$ cat config.mk
export PLATFORM = sky130hd
export DESIGN_NAME = indoor_path_loss_itu1238
export DESIGN_NICKNAME = d
export VERILOG_FILES = /design/src/rtl/core/ipl_pkg.sv /design/src/rtl/core/ipl_log2.sv /design/src/rtl/core/ipl_scale.sv /design/src/rtl/core/indoor_path_loss_itu1238.sv
export VERILOG_INCLUDE_DIRS = /design/src /design/src/rtl/core
export SDC_FILE = /design/constraint.sdc
export NUM_CORES = 2
export LEC_CHECK = 0
export BUFFER_PORTS_ARGS = -buffer_cell sky130_fd_sc_hd__buf_2
export CAP_MARGIN = 25
export CORE_MARGIN = 4
export CORE_UTILIZATION = 55
export DETAILED_ROUTE_END_ITERATION = 10
export PLACE_DENSITY = 0.7
export SLEW_MARGIN = 25
export SYNTH_ARGS = -nofsm -noshare
export SYNTH_HDL_FRONTEND = slang
export SYNTH_SLANG_ARGS = --single-unit
$ cat constraint.sdc
create_clock -name clk_i -period 8.05 [get_ports clk_i]
set_input_delay 0.805 -clock clk_i [delete_from_list [all_inputs] [get_ports clk_i]]
set_output_delay 0.805 -clock clk_i [all_outputs]
set_load 0.03 [all_outputs]
$ cat src/rtl/core/assert_macros.svh
// ----------------------------------------------------------------------------
// assertion macros
// shared concurrent assertion forms, clocked on clk_i, off during reset
// ----------------------------------------------------------------------------
`ifndef ASSERT_MACROS_SVH
`define ASSERT_MACROS_SVH

// same-cycle implication
`define ASSERT_IMP(label, ante, cons, msg) \
  label: assert property (@(posedge clk_i) disable iff (!rst_ni) (ante) |-> (cons)) \
    else $error(msg);

// next-cycle implication
`define ASSERT_NXT(label, ante, cons, msg) \
  label: assert property (@(posedge clk_i) disable iff (!rst_ni) (ante) |=> (cons)) \
    else $error(msg);

`endif

$ cat src/rtl/core/ipl_pkg.sv
// ----------------------------------------------------------------------------
// ipl_pkg
// shared types, constants and the log2 table builder of the indoor path loss
// ----------------------------------------------------------------------------
package ipl_pkg;

  localparam int LOG_TABLE_BITS_DEF = 6;
  localparam int FRAC_BITS_DEF      = 8;

  localparam int FLOOR_W = 8;
  localparam int DIST_W  = 24;
  localparam int FREQ_W  = 17;
  localparam int TX_W    = 17;
  localparam int OUT_W   = 20;
  localparam int LOG_W   = 21;   // log2 in q16 of up to 24 bit inputs
  localparam int COEF_W  = 5;
  localparam int LF_W    = 11;

  localparam logic [FREQ_W-1:0] FREQ_RESET = FREQ_W'(2160);

  localparam logic [COEF_W-1:0] COEF_RES  = COEF_W'(28);
  localparam logic [COEF_W-1:0] COEF_OFF  = COEF_W'(30);
  localparam logic [COEF_W-1:0] COEF_COM  = COEF_W'(22);
  localparam int                LF_OFF_BASE = 15;
  localparam int                LF_COM_BASE = 6;
  localparam int                LF_BIAS_DB  = 28;

  // log10(2) in q24
  localparam int LOG10_2_Q24 = 5050445;

  localparam int OUT_MAX = (1 << (OUT_W - 1)) - 1;
  localparam int OUT_MIN = -(1 << (OUT_W - 1));

  typedef enum logic [1:0] {
    BT_RESIDENTIAL = 2'd0,
    BT_OFFICE      = 2'd1,
    BT_COMMERCIAL  = 2'd2,
    BT_UNKNOWN     = 2'd3
  } building_e;

  // per-item data that rides alongside the log units
  typedef struct packed {
    logic [COEF_W-1:0]      coef;
    logic [LF_W-1:0]        lf;
    logic signed [TX_W-1:0] tx;
    logic                   unknown;
    logic                   clamped;
  } side_t;

  // log2(1 + idx/2^tb) in q16 by repeated squaring of a q30 mantissa
  function automatic logic [16:0] log_rom_entry(int unsigned idx, int unsigned tb);
    logic [63:0] y;
    logic [16:0] acc;
    if (idx == (32'd1 << tb)) begin
      return 17'h10000;
    end
    y   = 64'((32'd1 << tb) + idx) << (30 - tb);
    acc = '0;
    for (int k = 0; k < 16; k++) begin
      y   = (y * y) >> 30;
      acc = acc << 1;
      if (y >= 64'h8000_0000) begin
        y      = y >> 1;
        acc[0] = 1'b1;
      end
    end
    return acc;
  endfunction

endpackage

$ cat src/rtl/core/ipl_log2.sv
// ----------------------------------------------------------------------------
// ipl_log2
// three-stage fixed-point log2 in q16: normalize, table read, interpolate
// ----------------------------------------------------------------------------
module ipl_log2 #(
  parameter int XW = 24,
  parameter int T  = 6,
  parameter int F  = 8,
  parameter int LW = 21
) (
  input  logic          clk_i,
  input  logic [2:0]    en_i,
  input  logic [XW-1:0] x_i,
  output logic [LW-1:0] log2_o
);
  import ipl_pkg::*;

  localparam int EW = $clog2(XW);
  localparam int FW = T + F;
  localparam int PW = ((XW - 1) > FW) ? (XW - 1) : FW;
  localparam int RS = 1 << T;

  logic [16:0]   rom [RS+1];
  logic [EW-1:0] lead;
  logic [XW-1:0] norm;
  logic [PW-1:0] padded;

  logic [EW-1:0] e1_q, e2_q;
  logic [T-1:0]  idx1_q;
  logic [F-1:0]  r1_q, r2_q;
  logic [16:0]   lo2_q, diff2_q;
  logic [16:0]   lo, hi;
  logic [16+F:0] prod;
  logic [16:0]   frac;
  logic [LW-1:0] log3_q;

  for (genvar g = 0; g <= RS; g++) begin : g_rom
    assign rom[g] = log_rom_entry(g, T);
  end

  // leading one position, input is never zero here
  always_comb begin
    lead = '0;
    for (int b = 1; b < XW; b++) begin
      if (x_i[b]) begin
        lead = EW'(b);
      end
    end
  end

  assign norm   = x_i << (EW'(XW - 1) - lead);
  assign padded = PW'(norm[XW-2:0]) << (PW - (XW - 1));

  always_ff @(posedge clk_i) begin
    if (en_i[0]) begin
      e1_q   <= lead;
      idx1_q <= padded[PW-1 -: T];
      r1_q   <= padded[PW-1-T -: F];
    end
  end

  assign lo = rom[{1'b0, idx1_q}];
  assign hi = rom[{1'b0, idx1_q} + (T + 1)'(1)];

  always_ff @(posedge clk_i) begin
    if (en_i[1]) begin
      e2_q    <= e1_q;
      lo2_q   <= lo;
      diff2_q <= hi - lo;
      r2_q    <= r1_q;
    end
  end

  assign prod = (17 + F)'(diff2_q) * (17 + F)'(r2_q);
  assign frac = lo2_q + 17'(prod >> F);

  always_ff @(posedge clk_i) begin
    if (en_i[2]) begin
      log3_q <= (LW'(e2_q) << 16) + LW'(frac);
    end
  end

  assign log2_o = log3_q;

endmodule

$ cat src/rtl/core/ipl_scale.sv
// ----------------------------------------------------------------------------
// ipl_scale
// four-stage weighting of the log terms, log10(2) scaling, rounding, clamp
// ----------------------------------------------------------------------------
module ipl_scale (
  input  logic                                clk_i,
  input  logic [3:0]                          en_i,
  input  logic [ipl_pkg::LOG_W-1:0]           lfreq_i,
  input  logic [ipl_pkg::LOG_W-1:0]           ldist_i,
  input  logic [ipl_pkg::COEF_W-1:0]          coef_i,
  input  logic [ipl_pkg::LF_W-1:0]            lf_i,
  output logic signed [ipl_pkg::OUT_W-1:0]    loss_o,
  output logic                                sat_o
);
  import ipl_pkg::*;

  localparam int DW  = LOG_W + 1;             // log2 distance less 8, signed
  localparam int TDW = DW + COEF_W + 1;       // coef times distance term
  localparam int TFW = LOG_W + 5;             // 20 times frequency term
  localparam int AW  = TDW + 1;
  localparam int KW  = 24;
  localparam int PW  = AW + KW;
  localparam int RW  = PW - 32;
  localparam int LTW = 21;                    // floor term in 1/256 dB
  localparam int SW  = ((RW > LTW) ? RW : LTW) + 1;

  localparam logic signed [KW-1:0] K_LOG10_2 = KW'(LOG10_2_Q24);
  localparam logic signed [PW-1:0] HALF      = PW'(64'd1 << 31);
  localparam logic signed [DW-1:0] DIST_OFS  = DW'(8 << 16);

  logic signed [DW-1:0]  ldist_s;
  logic signed [TDW-1:0] td;
  logic [TFW-1:0]        tf;
  logic signed [TDW-1:0] td4_q;
  logic [TFW-1:0]        tf4_q;
  logic signed [AW-1:0]  a5_q;
  logic signed [PW-1:0]  p6_q;
  logic signed [PW-1:0]  p_rnd;
  logic signed [RW-1:0]  rnd;
  logic signed [12:0]    lfd;
  logic signed [LTW-1:0] lft;
  logic signed [SW-1:0]  tot;
  logic signed [OUT_W-1:0] loss_d, loss7_q;
  logic                  sat_d, sat7_q;

  assign ldist_s = signed'({1'b0, ldist_i}) - DIST_OFS;
  assign td      = signed'({1'b0, coef_i}) * ldist_s;
  assign tf      = (TFW'(lfreq_i) << 4) + (TFW'(lfreq_i) << 2);

  always_ff @(posedge clk_i) begin
    if (en_i[0]) begin
      td4_q <= td;
      tf4_q <= tf;
    end
    if (en_i[1]) begin
      a5_q <= AW'(td4_q) + signed'(AW'(tf4_q));
    end
    if (en_i[2]) begin
      p6_q <= PW'(a5_q) * PW'(K_LOG10_2);
    end
  end

  // round half up, then add the floor loss less the 28 dB bias
  assign p_rnd = p6_q + HALF;
  assign rnd   = signed'(p_rnd[PW-1:32]);
  assign lfd   = signed'({2'b00, lf_i}) - 13'sd28;
  assign lft   = signed'({lfd, 8'b0});
  assign tot   = SW'(rnd) + SW'(lft);

  always_comb begin
    loss_d = tot[OUT_W-1:0];
    sat_d  = 1'b0;
    if (tot > SW'(OUT_MAX)) begin
      loss_d = OUT_W'(OUT_MAX);
      sat_d  = 1'b1;
    end else if (tot < SW'(OUT_MIN)) begin
      loss_d = OUT_W'(OUT_MIN);
      sat_d  = 1'b1;
    end
  end

  always_ff @(posedge clk_i) begin
    if (en_i[3]) begin
      loss7_q <= loss_d;
      sat7_q  <= sat_d;
    end
  end

  assign loss_o = loss7_q;
  assign sat_o  = sat7_q;

endmodule

$ cat src/rtl/core/indoor_path_loss_itu1238.sv
// throughput: one request per cycle while the master side takes results; nine register stages each take one item
// a stalled master side backs up stage by stage, bubbles are squeezed out
// reset clears all stage valid bits and sets the frequency register to 2160 MHz
// ----------------------------------------------------------------------------
// indoor_path_loss_itu1238
// indoor link loss and received power per request, log2 table based
// ----------------------------------------------------------------------------
`include "assert_macros.svh"

module indoor_path_loss_itu1238 #(
  parameter int LOG_TABLE_BITS = ipl_pkg::LOG_TABLE_BITS_DEF,
  parameter int FRAC_BITS      = ipl_pkg::FRAC_BITS_DEF
) (
  input  logic                         clk_i,
  input  logic                         rst_ni,
  input  logic                         cfg_valid_i,
  output logic                         cfg_ready_o,
  input  logic [ipl_pkg::FREQ_W-1:0]   cfg_data_i,    // frequency_mhz
  input  logic                         s_axis_tvalid,
  output logic                         s_axis_tready,
  // floor_a[7:0], floor_b[15:8], building_type[17:16], distance[41:18],
  // tx_power[58:42], zero[63:59]
  input  logic [63:0]                  s_axis_tdata,
  output logic                         m_axis_tvalid,
  input  logic                         m_axis_tready,
  // loss_db[19:0], rx_power[39:20]
  output logic [39:0]                  m_axis_tdata,
  // unknown_type[0], distance_clamped[1], saturated[2]
  output logic [2:0]                   m_axis_tuser
);
  import ipl_pkg::*;

  localparam int LAST = 8;

  logic [LAST:0]        en;
  logic [LAST:0]        valid_q;
  logic [FREQ_W-1:0]    freq_q;

  logic [FLOOR_W-1:0]   fa0_q, fb0_q;
  logic [1:0]           bt0_q;
  logic [DIST_W-1:0]    dist0_q;
  logic [TX_W-1:0]      tx0_q;

  logic [FLOOR_W-1:0]   n;
  logic [LF_W-1:0]      n_w;
  side_t                side_d;
  side_t                side_q [1:7];
  logic [DIST_W-1:0]    dist_d;
  logic [FREQ_W-1:0]    freq_d;
  logic [LOG_W-1:0]     lfreq, ldist;
  logic signed [OUT_W-1:0] loss7;
  logic                 sat7;

  logic signed [OUT_W:0]   rx_tot;
  logic signed [OUT_W-1:0] rx_d;
  logic                    rx_sat;
  logic signed [OUT_W-1:0] loss8_q, rx8_q;
  logic [2:0]              user8_q;

  // config register
  assign cfg_ready_o = 1'b1;

  always_ff @(posedge clk_i or negedge rst_ni) begin
    if (!rst_ni) begin
      freq_q <= FREQ_RESET;
    end else if (cfg_valid_i && cfg_ready_o) begin
      freq_q <= cfg_data_i;
    end
  end

  // per-stage advance: a stage moves when empty or when the next one moves
  always_comb begin
    en[LAST] = !valid_q[LAST] || m_axis_tready;
    for (int k = LAST - 1; k >= 0; k--) begin
      en[k] = !valid_q[k] || en[k+1];
    end
  end

  assign s_axis_tready = en[0];

  always_ff @(posedge clk_i or negedge rst_ni) begin
    if (!rst_ni) begin
      valid_q <= '0;
    end else begin
      if (en[0]) begin
        valid_q[0] <= s_axis_tvalid;
      end
      for (int k = 1; k <= LAST; k++) begin
        if (en[k]) begin
          valid_q[k] <= valid_q[k-1];
        end
      end
    end
  end

  // stage 0: request register
  always_ff @(posedge clk_i) begin
    if (en[0]) begin
      fa0_q   <= s_axis_tdata[7:0];
      fb0_q   <= s_axis_tdata[15:8];
      bt0_q   <= s_axis_tdata[17:16];
      dist0_q <= s_axis_tdata[41:18];
      tx0_q   <= s_axis_tdata[58:42];
    end
  end

  assign n   = (fa0_q > fb0_q) ? (fa0_q - fb0_q) : (fb0_q - fa0_q);
  assign n_w = LF_W'(n);

  always_comb begin
    side_d         = '0;
    side_d.tx      = signed'(tx0_q);
    side_d.clamped = (dist0_q == '0);
    case (building_e'(bt0_q))
      BT_RESIDENTIAL: begin
        side_d.coef = COEF_RES;
        side_d.lf   = n_w << 2;
      end
      BT_OFFICE: begin
        side_d.coef = COEF_OFF;
        // 15 + 4(n-1) is 4n + 11
        side_d.lf   = (n == '0) ? '0 : (n_w << 2) + LF_W'(LF_OFF_BASE - 4);
      end
      BT_COMMERCIAL: begin
        side_d.coef = COEF_COM;
        // 6 + 3(n-1) is 3n + 3
        side_d.lf   = (n == '0) ? '0 : (n_w << 1) + n_w + LF_W'(LF_COM_BASE - 3);
      end
      default: begin
        side_d.unknown = 1'b1;
      end
    endcase
  end

  assign dist_d = (dist0_q == '0) ? DIST_W'(1) : dist0_q;
  assign freq_d = (freq_q == '0) ? FREQ_W'(1) : freq_q;

  always_ff @(posedge clk_i) begin
    if (en[1]) begin
      side_q[1] <= side_d;
    end
    for (int k = 2; k <= 7; k++) begin
      if (en[k]) begin
        side_q[k] <= side_q[k-1];
      end
    end
  end

  // stages 1 to 3: log2 of distance and frequency
  ipl_log2 #(
    .XW (DIST_W),
    .T  (LOG_TABLE_BITS),
    .F  (FRAC_BITS),
    .LW (LOG_W)
  ) u_log_dist (
    .clk_i  (clk_i),
    .en_i   (en[3:1]),
    .x_i    (dist_d),
    .log2_o (ldist)
  );

  ipl_log2 #(
    .XW (FREQ_W),
    .T  (LOG_TABLE_BITS),
    .F  (FRAC_BITS),
    .LW (LOG_W)
  ) u_log_freq (
    .clk_i  (clk_i),
    .en_i   (en[3:1]),
    .x_i    (freq_d),
    .log2_o (lfreq)
  );

  // stages 4 to 7: weighting, scaling and loss clamp
  ipl_scale u_scale (
    .clk_i   (clk_i),
    .en_i    (en[7:4]),
    .lfreq_i (lfreq),
    .ldist_i (ldist),
    .coef_i  (side_q[3].coef),
    .lf_i    (side_q[6].lf),
    .loss_o  (loss7),
    .sat_o   (sat7)
  );

  // stage 8: received power and output register
  assign rx_tot = (OUT_W + 1)'(side_q[7].tx) - (OUT_W + 1)'(loss7);

  always_comb begin
    rx_d   = rx_tot[OUT_W-1:0];
    rx_sat = 1'b0;
    if (rx_tot > (OUT_W + 1)'(OUT_MAX)) begin
      rx_d   = OUT_W'(OUT_MAX);
      rx_sat = 1'b1;
    end else if (rx_tot < (OUT_W + 1)'(OUT_MIN)) begin
      rx_d   = OUT_W'(OUT_MIN);
      rx_sat = 1'b1;
    end
  end

  always_ff @(posedge clk_i) begin
    if (en[LAST]) begin
      loss8_q <= loss7;
      rx8_q   <= rx_d;
      user8_q <= {sat7 || rx_sat, side_q[7].clamped, side_q[7].unknown};
    end
  end

  assign m_axis_tvalid = valid_q[LAST];
  assign m_axis_tdata  = {rx8_q, loss8_q};
  assign m_axis_tuser  = user8_q;

  `ASSERT_IMP(a_sat_at_limit, m_axis_tvalid && m_axis_tuser[2], (loss8_q == OUT_W'(OUT_MAX)) || (loss8_q == OUT_W'(OUT_MIN)) || (rx8_q == OUT_W'(OUT_MAX)) || (rx8_q == OUT_W'(OUT_MIN)), "saturated flag without a clamped value")
  `ASSERT_IMP(a_stall_needs_backpressure, !s_axis_tready, m_axis_tvalid && !m_axis_tready, "input stalled while the output side is free")
  `ASSERT_NXT(a_stage_holds, valid_q[7] && !en[7], valid_q[7], "stalled stage dropped its item")

endmodule

After elaboration in Yosys (flattened, before gate mapping)
Memory sizes are Yosys's and may differ from the RTL's. Cells that the tools add are included.

Register bits after elaboration: 459. Memory bits (writable): 245. Bits in read-only memories: 8704. Input port bits: 86. Output and inout bits: 46. Logic and storage cells: 185. Memories: 5.

Memory list: (name not given) (words 128, bits a word 17, rd ports 1, clocked after memory_dff 0, write ports 0, RTL line ipl_log2.sv:62) `assign lo = rom[{1'b0, idx1_q}];`; (name not given) (words 128, bits a word 17, rd ports 1, clocked after memory_dff 0, write ports 0, RTL line ipl_log2.sv:62); (name not given) (words 128, bits a word 17, rd ports 1, clocked after memory_dff 0, write ports 0, RTL line ipl_log2.sv:63) `assign hi = rom[{1'b0, idx1_q} + (T + 1)'(1)];`; (name not given) (words 128, bits a word 17, rd ports 1, clocked after memory_dff 0, write ports 0, RTL line ipl_log2.sv:63); side_q (words 7, bits a word 35, rd ports 7, clocked after memory_dff 0, write ports 7, RTL line indoor_path_loss_itu1238.sv:47) `side_t side_q [1:7];`.

Add/sub/neg operators: 22. $mul: 4. Magnitude comparators: 9. Eq/ne operators: 2. Shift operators: 2. Muxes and demuxes: 73. Bitwise gates (word level): 4. Reduce and logical (&&, ||, !) cells: 24.

Operators with widths (number): $mux 5 (37); $mux 17 (9); $add 53x33->53 const B (1); $mul 29x24->53 const B (1); $mul 17x8->25 (2); $pmux 16 s3 (1); $add 21x17->21 (2); $mux 20 (2); $add 17x17->17 (2); $sub 17x17->17 (2); $ge 8x8->1 const B (4); $add 28x27->29 (1); $mul 6x22->28 (1); $add 25x23->26 (1); $logic_not 24->1 (1); $mux 24 (1); $shl 24x5->23 (1); $add 21x20->22 (1); $gt 22x20->1 const B (1); $lt 22x20->1 const B (1); $mux 11 (2); $sub 21x20->22 const B (1); $gt 21x20->1 const B (1); $lt 21x20->1 const B (1); other kinds (22) (63).

Depth between registers and ports, before layout
Depth after elaboration: 27. Gate-level depth with buffers: 33. Gate-level depth less buffers: 33.

Modules after synthesis
Synthesis repeated with hierarchy kept, for this count alone.

Cells, all modules: 5721. Area, all modules: 58382.2 um2.

Modules (own cells, without submodules): ipl_scale (instances 1, cells an instance 2015, area an instance 20888.8 um2, seq. area each 3723.6 um2); indoor_path_loss_itu1238 (instances 1, cells an instance 838, area an instance 13372.8 um2, seq. area each 9964.6 um2); ipl_log2 at u_log_dist (instances 1, cells an instance 1489, area an instance 12199.2 um2, seq. area each 2582.5 um2); ipl_log2 at u_log_freq (instances 1, cells an instance 1379, area an instance 11921.4 um2, seq. area each 2582.5 um2).

Worst setup path before layout
Ideal clock, no wire load.

Path kind: flip-flop to flip-flop. From: register u_log_dist.r2_q[7]. To: register u_log_dist.log3_q[20], in the netlist u_log_dist.log2_o[20] (data pin). Setup time: 0.258 ns. Data arrival time: 7.133 ns. Data required time: 7.792 ns. Setup slack: 0.660 ns. Stages on the path, launching flop included: 30. Path buffers: 1. Clock period less this slack: 7.390 ns. Path through: edfxtp_1 > clkbuf_1 > nand2_1 > fa_1 > fa_1 > inv_1 > fa_1 > fa_1 > ha_1 > a2111oi_0 > o21ai_0 > a221oi_2 > a211oi_1 > or2_1 > a21o_1 > a21oi_1 > xnor2_1 > ha_1 > and3_1 > a211oi_1 > o21ai_0 > a31o_2 > a21o_1 > a21oi_1 > xnor2_1 > xnor2_1 > ha_1 > ha_1 > nand3_1 > xnor2_1.

Word-level cells in the longest chain between the ends: 3.

RTL lines: start, declared (RTL line ipl_log2.sv:30) `logic [F-1:0] r1_q, r2_q;`; start signal, assigned (RTL line ipl_log2.sv:70) `r2_q <= r1_q;`; $mul 17x8->25 (RTL line ipl_log2.sv:74) `assign prod = (17 + F)'(diff2_q) * (17 + F)'(r2_q);`; $add 17x17->17 (RTL line ipl_log2.sv:75) `assign frac = lo2_q + 17'(prod >> F);`; $add 21x17->21 (RTL line ipl_log2.sv:79) `log3_q <= (LW'(e2_q) << 16) + LW'(frac);`; end signal, assigned (RTL line ipl_log2.sv:79); end, declared (RTL line ipl_log2.sv:35) `logic [LW-1:0] log3_q;`.

No other way between the ends. A chain may end at the register's enable or synchronous reset.

Final worst setup path
From: register u_log_dist.r2_q[2]. To: register u_log_dist.log3_q[20], in the netlist u_log_dist.log2_o[20] (data pin).

Same word-level chain as after synthesis.

==> summary.txt <==
Outcome
  • Outcome: finished, final reports clean

Yosys
  • Post-Synth Adder-Cell Area: 30.9%
  • Leading register cell type out of synthesis: sky130_fd_sc_hd__edfxtp_1
  • Main combinational cell family by area after synthesis: adder cells
  • Top cells by area in the synthesized netlist: sky130_fd_sc_hd__edfxtp_1, sky130_fd_sc_hd__fa_1, sky130_fd_sc_hd__ha_1
  • Number of enable-type register cells in the synthesized netlist: 604
  • Cell type with the highest aggregate area in the netlist: sky130_fd_sc_hd__edfxtp_1
  • Area share of the leading cell type in the synthesized netlist: 32.5%
  • Synth Area in Simple Gates: 10.9%
  • Netlist area before placement: 0.0559 mm^2
  • Yosys reg bits: 630
  • Multiplexer area fraction after synthesis: 2.32%
  • Synth Warn #: 0
  • Post-synth cell types: 87
  • Net count of the mapped netlist: 6543
  • Xor and xnor fraction of the mapped netlist area: 4.28%
  • Cell count after synthesis: 5343
  • Post-synthesis compound-gate area fraction: 11.6%
  • Syn Area/Cell: 10.5 um^2
  • Register area share after synthesis: 33.6%
  • Proportion of register bits with asynchronous set or reset after synthesis: 4.13%

Drt
  • Routed via count: 38200
  • Remaining number of nets flagged by the antenna check after routing: 0
  • Routed wire length per instance: 17.1 um
  • Wire length after detailed routing: 117 mm
  • First-pass iteration count of the detailed router: 6
  • Detail-routed via count per cell: 5.58
  • DRC violations left: 0
  • Drt initial violations: 2473

Clock tree
  • Worst-case clock buffer depth: 3
  • Count of hold-fix buffers inserted at cts: 0
  • Number of H-tree levels: 3
  • CTS tree: built
  • Insertion delay to the later sink of the worst-skew pair: 0.64 ns
  • Clock-pin slew of the registers on the worst-case setup and hold paths: 0.06 ns
  • Clock Tree Root: sky130_fd_sc_hd__clkbuf_16
  • Clock sink count: 630
  • Cts bufs inserted: 68

STA
  • Clock tree skew after final layout: 0.0334 ns
  • Final setup viols: 0
  • Maximum operating frequency: 130 MHz
  • Tightest Pin Transition: 0.902 ns
  • Post-Route Hold Slack: 0.268 ns
  • Final Hold Viols: 0
  • Count of pins over their slew limit: 0
  • Worst slew slack as a fraction of its limit: 38.3%
  • Min Tclk post-route: 7.67 ns
  • Share of the clock period used by the worst path after layout: 95.3%
  • Final WS setup: 0.380 ns

Global routing
  • Vias in the first global route: 37900
  • Final global-route overflow total: 0
  • Wire length of the first global-routing pass: 193 mm
  • Largest net degree at the start of global routing: 73
  • Global-route total usage across every layer: 21.9%
  • Antenna violations before repair: 3

Floorplanning
  • Floorplan die height: 327 um
  • Total die area: 0.107 mm^2
  • Std cell rows: 116
  • Core Box Area: 0.100 mm^2
  • Die Span X: 327 um
  • Effective utilization at floorplan: 55.6%
  • Boundary pin count: 132

Worst setup path
  • Critical-path cell with the highest stage delay: sky130_fd_sc_hd__fa_1
  • Largest stage delay, worst path: 0.56 ns
  • Crit Path Max Fanout: 7
  • FF-to-FF path depth: 30
  • Req. time, crit path: 8.42 ns
  • Element type at the critical path start: register
  • Setup slack of the most critical reg-to-reg path: 0.38 ns
  • Worst reg2reg path startpoint: u_log_dist.r2_q[2]$_DFFE_PP_
  • Classification of the worst setup path: register to register
  • Sort of element at the end of the critical path: register
  • Arrival time of the worst setup path: 8.04 ns
  • Reg-to-Reg End: u_log_dist.log2_o[20]$_DFFE_PP_

Place
  • Worst-case setup slack after placement: 0.0879 ns
  • Count of buffers from port buffering: 125
  • Instance area at placement: 0.0581 mm^2
  • GP Congestion: 0.925
  • HPWL Detailed: 90.2 mm

Final layout
  • Fillers: 8339
  • Number of nets in the finished design: 6626
  • Fraction of layout instances using a drive strength above 1: 7.05%
  • Footprint of the multi-input gates: 0.0336 mm^2
  • Post-synthesis to final-layout area growth: 8.08%
  • Register area: 0.0188 mm^2
  • Utilization after layout: 60.1%
  • Area of all placed cells without fillers: 0.0604 mm^2

Run
  • Max-capacitance violation count: 0

Hold path
  • Hold/Removal Path Class: primary input to asynchronous set/reset pin
==> worst max-delay path by stage <==
stage | from | endpoint | slack (ns) | depth (start not counted)
3_3_place_gp | u_log_dist.r2_q[2]$_DFFE_PP_ | u_log_dist.log2_o[20]$_DFFE_PP_ | 0.21 | 29
2_1_floorplan | u_log_dist.r2_q[7]$_DFFE_PP_ | u_log_dist.log2_o[20]$_DFFE_PP_ | 0.66 | 29
3_5_place_dp | u_log_dist.r2_q[2]$_DFFE_PP_ | u_log_dist.log2_o[20]$_DFFE_PP_ | 0.09 | 29
5_1_grt | u_log_dist.r2_q[2]$_DFFE_PP_ | u_log_dist.log2_o[20]$_DFFE_PP_ | -0.06 | 30
4_1_cts | u_log_dist.r2_q[2]$_DFFE_PP_ | u_log_dist.log2_o[20]$_DFFE_PP_ | 0.06 | 29
6_report | u_log_dist.r2_q[2]$_DFFE_PP_ | u_log_dist.log2_o[20]$_DFFE_PP_ | 0.38 | 30
==> flip-flops by register name, summed over array words and instances (netlist names), 20 cells and up <==
name / cells
u_scale.loss_o: 20
u_scale.tf4_q: 24
loss8_q: 20
dist0_q: 24
u_log_freq.log2_o: 21
u_scale.p6_q: 22
side_q: 208
u_log_dist.log2_o: 21
u_scale.td4_q: 27
u_scale.a5_q: 28
rx8_q: 20
==> routing by layer <==
metal	vias to the layer above	GRT usage [%]	part of all wire, %
met1	18500	30.7	45
li1	18600	-	-
met2	981	36.8	47
met5	-	0	0
met3	169	2.31	4.8
met4	0	5.62	2.4
==> synthesized netlist by cell type, types with 14 or more instances <==
master	number
sky130_fd_sc_hd__inv_1	752
sky130_fd_sc_hd__ha_1	677
sky130_fd_sc_hd__edfxtp_1	604
sky130_fd_sc_hd__fa_1	437
sky130_fd_sc_hd__nand2_1	377
sky130_fd_sc_hd__a21oi_1	321
sky130_fd_sc_hd__nor2_1	267
sky130_fd_sc_hd__and2_1	255
sky130_fd_sc_hd__o21ai_0	227
sky130_fd_sc_hd__xnor2_1	179
sky130_fd_sc_hd__clkbuf_1	155
sky130_fd_sc_hd__xor2_1	92
sky130_fd_sc_hd__nand3_1	80
sky130_fd_sc_hd__nor3_1	74
sky130_fd_sc_hd__a21o_1	73
sky130_fd_sc_hd__mux2i_1	70
sky130_fd_sc_hd__a211oi_1	63
sky130_fd_sc_hd__nor2b_1	45
sky130_fd_sc_hd__nand2b_1	42
sky130_fd_sc_hd__o211ai_1	38
sky130_fd_sc_hd__o21a_1	35
sky130_fd_sc_hd__a31oi_1	28
sky130_fd_sc_hd__and3_1	25
sky130_fd_sc_hd__mux2_2	25
sky130_fd_sc_hd__o21bai_1	23
sky130_fd_sc_hd__dfrtp_1	22
sky130_fd_sc_hd__buf_1	21
sky130_fd_sc_hd__o22ai_1	20
sky130_fd_sc_hd__or3_1	20
sky130_fd_sc_hd__o311ai_0	17
sky130_fd_sc_hd__a21boi_0	16
sky130_fd_sc_hd__a311oi_1	16
sky130_fd_sc_hd__o221ai_1	16
sky130_fd_sc_hd__nand4_1	15
sky130_fd_sc_hd__mux4_2	14
==> per-stage QoR <==
| stage | instances | TNS [ns] |
|---|---|---|
| 2_1_floorplan | 5343 | 0 |
| 3_3_place_gp | 6705 | 0 |
| 3_5_place_dp | 6705 | 0 |
| 4_1_cts | 6826 | 0 |
| 5_1_grt | 6835 | -0.0623 |
| 6_report | 6836 | 0 |
==> critical path: cells and delay by family, from the launching register on <==
family	cells	cell delay (ns)
compound gates	11	2.20
xor+xnor	4	0.59
fa+ha+maj	8	3.06
buf+inv	3	0.31
flops	1	0.54
simple gates	4	0.71
==> placed cells by master (no fill, tap or decap), drive strengths merged, types with 20 or more instances in the layout <==
| cell | count |
|---|---|
| inv | 759 |
| ha | 677 |
| edfxtp | 604 |
| fa | 437 |
| nand2 | 378 |
| a21oi | 323 |
| nor2 | 269 |
| and2 | 255 |
| o21ai | 230 |
| buf | 200 |
| xnor2 | 180 |
| xor2 | 92 |
| nand3 | 80 |
| clkbuf | 80 |
| nor3 | 74 |
| a21o | 73 |
| mux2i | 70 |
| a211oi | 65 |
| nor2b | 45 |
| nand2b | 42 |
| o211ai | 38 |
| o21a | 35 |
| clkinv | 33 |
| a31oi | 30 |
| and3 | 25 |
| mux2 | 25 |
| o21bai | 23 |
| dfrtp | 22 |
| or3 | 20 |
| o22ai | 20 |
==> what timing repair did <==
item / 4_1_cts / 5_1_grt
setup buffers: 0 / 7
endpoints found under the setup margin: 0 / 4
gates resized for setup: 0 / 3
==> layout make-up <==
type	instances	share of cell area (%)
inverter	757	4.71
multi-input combinational	3768	55.6
clock inverter	42	0.789
timing repair buffer	201	2.03
clock buffer	79	2.89
tap	1357	2.81
sequential	630	31.1
antenna	2	0.00829
==> cell families after synthesis <==
group / Yosys count
buf+inv: 945
fa+ha+maj: 1116
simple gates: 1253
compound gates: 1017
flops: 630
other cells: 1
mux: 109
xor+xnor: 272
Power is not shown: default switching activity piles up to over one toggle a cycle in this logic, so the estimate is an artifact.
